$ cat src/design/psga_pkg.sv
// Shared types, codes and constants of the phase-synced gated amplifier.
package psga_pkg;

	// Field widths
	localparam int REQ_W    = 2;
	localparam int SAMPLE_W = 16;
	localparam int PHASE_W  = 16;
	localparam int GAIN_W   = 8;

	// Phase bits that take part in restart detection
	localparam int PHASE_INT_BITS  = 16;
	localparam int PHASE_FRAC_BITS = 16;
	localparam logic [PHASE_W-1:0] PHASE_INT_MASK = (PHASE_INT_BITS >= PHASE_W) ?
		{PHASE_W{1'b1}} : PHASE_W'((64'd1 << PHASE_INT_BITS) - 64'd1);
	localparam logic [PHASE_W-1:0] PHASE_FRAC_MASK = (PHASE_FRAC_BITS >= PHASE_W) ?
		{PHASE_W{1'b1}} : PHASE_W'((64'd1 << PHASE_FRAC_BITS) - 64'd1);

	// Request codes
	localparam logic [REQ_W-1:0] REQ_SAMPLE   = 2'd0;
	localparam logic [REQ_W-1:0] REQ_GATE_ON  = 2'd1;
	localparam logic [REQ_W-1:0] REQ_GATE_OFF = 2'd2;

	// Gate state codes
	localparam int GATE_W = 3;
	localparam logic [GATE_W-1:0] GATE_OFF         = 3'd0;
	localparam logic [GATE_W-1:0] GATE_TO_ON       = 3'd1;
	localparam logic [GATE_W-1:0] GATE_ON          = 3'd2;
	localparam logic [GATE_W-1:0] GATE_TO_OFF      = 3'd3;
	localparam logic [GATE_W-1:0] GATE_CHANGE_GAIN = 3'd4;

	// Scaling: |sample| * gain fits in 23 bits, quotient by 127 in 17 bits
	localparam int MAG_W   = 23;
	localparam int QUO_W   = 17;
	localparam int RECIP_W = 24;
	// ceil(2^30 / 127); exact for every dividend below 2^23
	localparam logic [RECIP_W-1:0] RECIP_127 = 24'd8454661;
	localparam int RECIP_SHIFT = 30;
	localparam int PROD_W = MAG_W + RECIP_W;

	localparam logic [QUO_W-1:0] POS_LIMIT = 17'd32767;
	localparam logic [QUO_W-1:0] NEG_LIMIT = 17'd32768;

	// Amplifier control handed from the gate logic to the datapath
	typedef struct packed {
		logic              en;
		logic [GAIN_W-1:0] gain;
	} amp_t;

endpackage

$ cat src/design/psga_gate.sv
// Gate state machine, gain registers and phase restart detection.
module psga_gate (
	input  logic                          clk,
	input  logic                          arst_n,
	input  logic                          fire,
	input  logic [psga_pkg::REQ_W-1:0]    req,
	input  logic [psga_pkg::PHASE_W-1:0]  phase_int,
	input  logic [psga_pkg::PHASE_W-1:0]  phase_frac,
	input  logic [psga_pkg::GAIN_W-1:0]   gain,
	output psga_pkg::amp_t                amp
);

	logic [psga_pkg::GATE_W-1:0]  state_q, state_d, state_r;
	logic [psga_pkg::GAIN_W-1:0]  active_gain_q, active_gain_d;
	logic [psga_pkg::GAIN_W-1:0]  pending_gain_q, pending_gain_d;
	logic [psga_pkg::PHASE_W-1:0] last_phase_q, last_phase_d;
	logic [psga_pkg::PHASE_W-1:0] pint;
	logic [psga_pkg::PHASE_W-1:0] pfrac;
	logic                         restart;

	assign pint    = phase_int & psga_pkg::PHASE_INT_MASK;
	assign pfrac   = phase_frac & psga_pkg::PHASE_FRAC_MASK;
	assign restart = ((pint == '0) && (pfrac == '0)) || (pint < last_phase_q);

	// Apply a phase restart to the current state
	always_comb begin
		state_r       = state_q;
		active_gain_d = active_gain_q;
		if (restart) begin
			if (state_q == psga_pkg::GATE_TO_ON || state_q == psga_pkg::GATE_CHANGE_GAIN) begin
				state_r       = psga_pkg::GATE_ON;
				active_gain_d = pending_gain_q;
			end else if (state_q == psga_pkg::GATE_TO_OFF) begin
				state_r = psga_pkg::GATE_OFF;
			end
		end
	end

	// Next state for each request type
	always_comb begin
		state_d        = state_q;
		pending_gain_d = pending_gain_q;
		last_phase_d   = last_phase_q;
		case (req)
			psga_pkg::REQ_GATE_ON: begin
				case (state_q)
					psga_pkg::GATE_OFF: begin
						pending_gain_d = gain;
						state_d        = psga_pkg::GATE_TO_ON;
					end
					psga_pkg::GATE_ON, psga_pkg::GATE_TO_OFF: begin
						pending_gain_d = gain;
						state_d        = psga_pkg::GATE_CHANGE_GAIN;
					end
					psga_pkg::GATE_TO_ON, psga_pkg::GATE_CHANGE_GAIN: begin
						pending_gain_d = gain;
					end
					default: begin
						state_d = state_q;
					end
				endcase
			end
			psga_pkg::REQ_GATE_OFF: begin
				case (state_q)
					psga_pkg::GATE_TO_ON: begin
						state_d = psga_pkg::GATE_OFF;
					end
					psga_pkg::GATE_ON, psga_pkg::GATE_CHANGE_GAIN: begin
						state_d = psga_pkg::GATE_TO_OFF;
					end
					default: begin
						state_d = state_q;
					end
				endcase
			end
			psga_pkg::REQ_SAMPLE: begin
				state_d      = state_r;
				last_phase_d = pint;
			end
			default: begin
				state_d = state_q;
			end
		endcase
	end

	// Drive the amplifier from the post-restart state
	always_comb begin
		amp.en   = state_r inside {psga_pkg::GATE_ON, psga_pkg::GATE_TO_OFF,
			psga_pkg::GATE_CHANGE_GAIN};
		amp.gain = active_gain_d;
	end

	// Hold state until a transaction leaves the input stage
	always_ff @(posedge clk or negedge arst_n) begin
		if (!arst_n) begin
			state_q        <= psga_pkg::GATE_OFF;
			active_gain_q  <= '0;
			pending_gain_q <= '0;
			last_phase_q   <= '0;
		end else if (fire) begin
			state_q        <= state_d;
			pending_gain_q <= pending_gain_d;
			last_phase_q   <= last_phase_d;
			if (req == psga_pkg::REQ_SAMPLE) begin
				active_gain_q <= active_gain_d;
			end
		end
	end

`ifndef SYNTHESIS
	a_active_gain_src: assert property (@(posedge clk) disable iff (!arst_n)
		!$stable(active_gain_q) |->
		($past(state_q) == psga_pkg::GATE_TO_ON || $past(state_q) == psga_pkg::GATE_CHANGE_GAIN))
		else $error("active gain changed outside a pending gain update");
	a_enter_on: assert property (@(posedge clk) disable iff (!arst_n)
		(state_q == psga_pkg::GATE_ON && $past(state_q) != psga_pkg::GATE_ON) |->
		($past(state_q) == psga_pkg::GATE_TO_ON || $past(state_q) == psga_pkg::GATE_CHANGE_GAIN))
		else $error("gate entered on from an unexpected state");
	a_pending_src: assert property (@(posedge clk) disable iff (!arst_n)
		!$stable(pending_gain_q) |-> $past(fire && req == psga_pkg::REQ_GATE_ON))
		else $error("pending gain changed without a gate-on request");
`endif

endmodule

$ cat src/design/psga_scale.sv
// Divide the gained magnitude by unity gain and saturate to 16 bits signed.
module psga_scale (
	input  logic [psga_pkg::MAG_W-1:0]          mag,
	input  logic                                neg,
	output logic signed [psga_pkg::SAMPLE_W-1:0] result
);

	logic [psga_pkg::PROD_W-1:0] prod;
	logic [psga_pkg::QUO_W-1:0]  quo;
	logic [psga_pkg::QUO_W-1:0]  neg_quo;

	// Reciprocal multiply gives the exact floor quotient by 127
	assign prod    = psga_pkg::PROD_W'(mag) * psga_pkg::PROD_W'(psga_pkg::RECIP_127);
	assign quo     = prod[psga_pkg::RECIP_SHIFT +: psga_pkg::QUO_W];
	assign neg_quo = (~quo) + psga_pkg::QUO_W'(1);

	// Clamp toward the nearest bound, keep truncation toward zero
	always_comb begin
		if (neg) begin
			if (quo > psga_pkg::NEG_LIMIT) begin
				result = {1'b1, {(psga_pkg::SAMPLE_W-1){1'b0}}};
			end else begin
				result = neg_quo[psga_pkg::SAMPLE_W-1:0];
			end
		end else begin
			if (quo > psga_pkg::POS_LIMIT) begin
				result = {1'b0, {(psga_pkg::SAMPLE_W-1){1'b1}}};
			end else begin
				result = quo[psga_pkg::SAMPLE_W-1:0];
			end
		end
	end

endmodule

$ cat src/design/phase_synced_gated_amplifier_top.sv
// Top level of the phase-synced gated amplifier: input, multiply and output stages.
//
// Channel   Direction  Handshake             Payload
// in        sink       in_valid / in_ready   req_type, sample_in, phase_int, phase_frac, gain
// out       source     out_valid / out_ready sample_out
//
// One transaction per cycle sustained while out_ready is high; a sample passes the input
// register, the gain multiply register, then the output register before it shows up on out.
// Gate and gain requests update state as they leave the input register and give no result.
// Reset clears all valid bits, the gate state, both gains and the stored phase.
// Each stage advances when the stage after it is empty or advancing, so a stalled
// output fills the pipeline before in_ready drops.
module phase_synced_gated_amplifier_top (
	input  logic                                 clk,
	input  logic                                 arst_n,
	input  logic                                 in_valid,
	output logic                                 in_ready,
	input  logic [psga_pkg::REQ_W-1:0]           req_type,
	input  logic signed [psga_pkg::SAMPLE_W-1:0] sample_in,
	input  logic [psga_pkg::PHASE_W-1:0]         phase_int,
	input  logic [psga_pkg::PHASE_W-1:0]         phase_frac,
	input  logic [psga_pkg::GAIN_W-1:0]          gain,
	output logic                                 out_valid,
	input  logic                                 out_ready,
	output logic signed [psga_pkg::SAMPLE_W-1:0] sample_out
);

	logic                                 valid_s1;
	logic [psga_pkg::REQ_W-1:0]           req_s1;
	logic signed [psga_pkg::SAMPLE_W-1:0] sample_s1;
	logic [psga_pkg::PHASE_W-1:0]         pint_s1;
	logic [psga_pkg::PHASE_W-1:0]         pfrac_s1;
	logic [psga_pkg::GAIN_W-1:0]          gain_s1;

	logic                                 valid_s2;
	logic [psga_pkg::MAG_W-1:0]           mag_s2;
	logic                                 neg_s2;

	logic                                 out_valid_q;
	logic signed [psga_pkg::SAMPLE_W-1:0] sample_out_q;

	logic                                 en_out;
	logic                                 en_s2;
	logic                                 en_s1;
	logic                                 fire_s1;
	psga_pkg::amp_t                       amp;
	logic [psga_pkg::SAMPLE_W:0]          abs_in;
	logic [psga_pkg::MAG_W-1:0]           mag;
	logic signed [psga_pkg::SAMPLE_W-1:0] scaled;

	// Stage enables
	assign en_out   = !out_valid_q || out_ready;
	assign en_s2    = !valid_s2 || en_out;
	assign en_s1    = !valid_s1 || en_s2;
	assign fire_s1  = valid_s1 && en_s2;
	assign in_ready = en_s1;

	// Capture the input transaction
	always_ff @(posedge clk or negedge arst_n) begin
		if (!arst_n) begin
			valid_s1 <= 1'b0;
		end else if (en_s1) begin
			valid_s1 <= in_valid;
		end
	end

	always_ff @(posedge clk) begin
		if (en_s1 && in_valid) begin
			req_s1    <= req_type;
			sample_s1 <= sample_in;
			pint_s1   <= phase_int;
			pfrac_s1  <= phase_frac;
			gain_s1   <= gain;
		end
	end

	psga_gate u_gate (
		.clk        (clk),
		.arst_n     (arst_n),
		.fire       (fire_s1),
		.req        (req_s1),
		.phase_int  (pint_s1),
		.phase_frac (pfrac_s1),
		.gain       (gain_s1),
		.amp        (amp)
	);

	// Multiply the sample magnitude by the active gain
	assign abs_in = sample_s1[psga_pkg::SAMPLE_W-1] ?
		((~{sample_s1[psga_pkg::SAMPLE_W-1], sample_s1}) + (psga_pkg::SAMPLE_W+1)'(1)) :
		{1'b0, sample_s1};
	assign mag = amp.en ?
		(psga_pkg::MAG_W'(abs_in) * psga_pkg::MAG_W'(amp.gain)) : '0;

	// Advance samples into the multiply stage; drop gate requests and unused codes here
	always_ff @(posedge clk or negedge arst_n) begin
		if (!arst_n) begin
			valid_s2 <= 1'b0;
		end else if (en_s2) begin
			valid_s2 <= valid_s1 && (req_s1 == psga_pkg::REQ_SAMPLE);
		end
	end

	always_ff @(posedge clk) begin
		if (fire_s1) begin
			mag_s2 <= mag;
			neg_s2 <= sample_s1[psga_pkg::SAMPLE_W-1];
		end
	end

	psga_scale u_scale (
		.mag    (mag_s2),
		.neg    (neg_s2),
		.result (scaled)
	);

	// Hold the result until it is taken
	always_ff @(posedge clk or negedge arst_n) begin
		if (!arst_n) begin
			out_valid_q <= 1'b0;
		end else if (en_out) begin
			out_valid_q <= valid_s2;
		end
	end

	always_ff @(posedge clk) begin
		if (en_out && valid_s2) begin
			sample_out_q <= scaled;
		end
	end

	assign out_valid  = out_valid_q;
	assign sample_out = sample_out_q;

endmodule

$ cat config.mk
export PLATFORM = sky130hd
export DESIGN_NAME = phase_synced_gated_amplifier_top
export DESIGN_NICKNAME = d
export VERILOG_FILES = /design/src/design/psga_pkg.sv /design/src/design/psga_gate.sv /design/src/design/psga_scale.sv /design/src/design/phase_synced_gated_amplifier_top.sv
export SDC_FILE = /design/constraint.sdc
export NUM_CORES = 1
export LEC_CHECK = 0
export ABC_AREA = 1
export BUFFER_PORTS_ARGS = -buffer_cell sky130_fd_sc_hd__buf_2
export CELL_PAD_IN_SITES_DETAIL_PLACEMENT = 0
export CELL_PAD_IN_SITES_GLOBAL_PLACEMENT = 1
export CORE_ASPECT_RATIO = 1.75
export CORE_MARGIN = 1.5
export CORE_UTILIZATION = 48
export DETAILED_ROUTE_END_ITERATION = 8
export GPL_TIMING_DRIVEN = 0
export PLACE_DENSITY = 0.88
export SLEW_MARGIN = 20
export SYNTH_ARGS = -nofsm -noshare
export SYNTH_HDL_FRONTEND = slang
export SYNTH_SLANG_ARGS = --single-unit
export TNS_END_PERCENT = 5
$ cat constraint.sdc
create_clock -name clk -period 7.2 [get_ports clk]
set_clock_uncertainty 0.1 [all_clocks]
set_input_delay 0 -clock clk [delete_from_list [all_inputs] [get_ports clk]]
set_output_delay 0 -clock clk [all_outputs]
set_load 0.01 [all_outputs]
==> qor.yml <==
synthesis:
  synth_area_um2: 16000
  synth.most_common_cell: "nand2_1"
  synth_mux_area_share_pct: 0.562
  yosysTopAreaCell: "edfxtp_1"
  synth_top_family_by_area: "adder cells"
  synthSimpleGateAreaFrac_pct: 24.5
  ys_ff_latch: 136
  synth-main-ff-cell: "edfxtp_1"
  postSynthAreaPerCell_um2: 7.63
  yosysTopAreaCellShare_pct: 18.4
  synth_common_cells: "nand2_1, inv_1, ha_1"
  synth_edf_count: 98
  netlist_top_cells_area: "edfxtp_1, ha_1, fa_1"
  async_flop_share_pct: 27.9
  synth-xor-area-share_pct: 1.48
  ys_types: 46
  yosys_warnings: 0
  yosysSeqAreaShare_pct: 24.3
  synthAdderAreaFrac_pct: 32.5
  synthCells: 2099
  synth_compound_area_share_pct: 4.81
timing:
  finalCriticalPeriod_ns: 6.79
  fmaxAchievable_ghz: 0.147
  hold_ws_ns: 0.120
  rsz0062_at_grt: "false"
  setup_viol: 0
  slew_violations: 0
  finalCritPeriodShare_pct: 94.3
  max_slew_margin_pct: 29.4
  worstMarginPinSlew_ns: 1.06
  hold_violations: 0
clock_tree:
  cts_made_buffers: 17
  clk_path_buf_depth: 2
  path_clk_slew_ns: 0.08
  htree_levels: 4
  cts_tree: "done"
  cts_root_buffer: "clkbuf_16"
  clock_sinks: 136
  clk_latency_ns: 0.45
critical_path:
  crit_path_frequent_cell: "nand2_1"
  slowest_delay_ns: 0.53
  worstSetupStartpointType: "flop"
  rrSetupSlack_ns: 0.41
  cp.required_ns: 7.30
  path_class: "reg -> reg"
  slowest_stage: "fa_1"
  worstPathArrival_ns: 6.89
  cp_num_buf_inv: 4
  end_kind: "flop"
  cpLargestDelayFamily: "adder cells"
  crit_fanout: 10
global_routing:
  grt_max_degree: 39
  grt_util_all_layers_pct: 26.1
  overflow: 0
  first_global_vias: 14484
  grt_pass1_wl_mm: 69.4
  antenna_found_initial: 0
die:
  die_h_um: 245
  die_w_um: 141
  rows: 88
  boundaryPins: 80
  die_area_um2: 34500
  start_util_pct: 48.7
  core-area_um2: 32900
route:
  ant_nets: 0
  viasPerCell: 5.12
  wl_mm: 43.1
  drc_errors: 0
  wl_per_cell_um: 16.1
  num_vias: 13742
  first_pass_iters: 5
  drt_iter0_drc: 571
placed_design:
  gp_congestion: 0.995
  hpwl_mm: 35.8
  io_buffers: 79
worst_hold_path:
  worstHoldPathType: "in -> async"
cells_and_area:
  fillCellCount: 3023
  diodes: 0
  fin_nets: 2672
  area_growth_pct: 14.5
  layout-drive-gt1-share_pct: 8.73
job:
  maxCapViolCount: 0
outcome:
  status: "complete, no violations"
[timing repair]
item | 4_1_cts | 5_1_grt
endpoints found under the setup margin | 12 | 7
endpoints found under the hold margin | 99 | 0
pin swaps | 0 | 2
gates resized for setup | 14 | 22
hold buffers | 63 | 0
gates cloned | 0 | 0
setup buffers | 0 | 2
[registers in the layout, indices dropped and copies added, names as in the netlist]
signal,cells
gain_s1,8
mag_s2,23
neg_s2,1
out_valid,1
pfrac_s1,16
pint_s1,16
req_s1,2
sample_out,16
sample_s1,16
u_gate.active_gain_q,8
u_gate.last_phase_q,16
u_gate.pending_gain_q,8
u_gate.state_q,3
valid_s1,1
valid_s2,1
[metal layers]
| layer | share of wire, % | vias to the layer above | track usage, % |
|---|---|---|---|
| li1 | - | 6836 | - |
| met2 | 57 | 286 | 53.0 |
| met3 | 2.1 | 130 | 2.65 |
| met4 | 7.1 | 0 | 17.7 |
| met5 | 0 | - | 0 |
| met1 | 34 | 6490 | 23.3 |
[kinds of logic after synthesis]
group,Yosys count
xor gates and xnor gates,27
AOI/OAI and AO/OA,141
and+or+nand+nor,945
adders and majority gates,343
buffers and inverters,497
muxes,8
DFF,136
other,2
[metrics by stage]
| stage | std cells | TNS, ns | util, % | setup slack [ns] | cell area, um2 |
|---|---|---|---|---|---|
| 6_report | 2685 | 0 | 55.7 | 0.411 | 18300 |
| 5_1_grt | 2685 | 0 | 55.7 | 0.00349 | 18300 |
| 4_1_cts | 2683 | 0 | 55.5 | 0.0406 | 18300 |
| 3_5_place_dp | 2588 | -3.59 | 51.5 | -0.711 | 17000 |
| 3_3_place_gp | 2587 | -2.66 | 51.5 | -0.620 | 16900 |
| 2_1_floorplan | 2103 | 0 | - | 0.926 | 16000 |
[area by class of cell]
class	count	area [um2]	share of cell area, %
Buffer	21	113	0.614
Clock buffer	17	425	2.32
Clock inverter	15	201	1.10
Inverter	476	1790	9.74
Multi-Input combinational cell	1470	10400	56.5
Sequential cell	136	3890	21.2
Tap cell	405	507	2.76
Timing Repair Buffer	145	1060	5.78
[path summary, 6_finish.rpt]
check / cells past startpoint / start / end
setup / recovery: 31 / pint_s1[5] / mag_s2[21]
hold / removal: 2 / arst_n / valid_s1
setup reg to reg: 31 / pint_s1[5] / mag_s2[21]
hold reg to reg: 1 / gain_s1[6] / u_gate.pending_gain_q[6]
max in group asynchronous: 2 / arst_n / u_gate.active_gain_q[4]
min in group clk: 2 / phase_int[2] / pint_s1[2]
[layout by cell type (no fill, tap or decap), drive strengths merged]
master	instances
dlygate4sd3	63
and2	1
conb	6
a21oi	59
nand3b	7
nor4	8
o31ai	1
o21bai	3
a211oi	1
buf	91
clkinv	13
edfxtp	98
nand3	77
nor2	224
nand2	569
o21a	2
a22oi	2
o211ai	3
fa	122
xor2	23
ha	221
nand4	29
nor3	23
a21o	4
a31oi	3
a221oi	1
dfrtp	38
a21boi	2
o22ai	1
nor3b	3
or2	4
inv	478
xnor2	4
mux2	8
clkbuf	29
o21ai	59
Power is not shown: default switching activity piles up to over one toggle a cycle in this logic, so the estimate is an artifact.
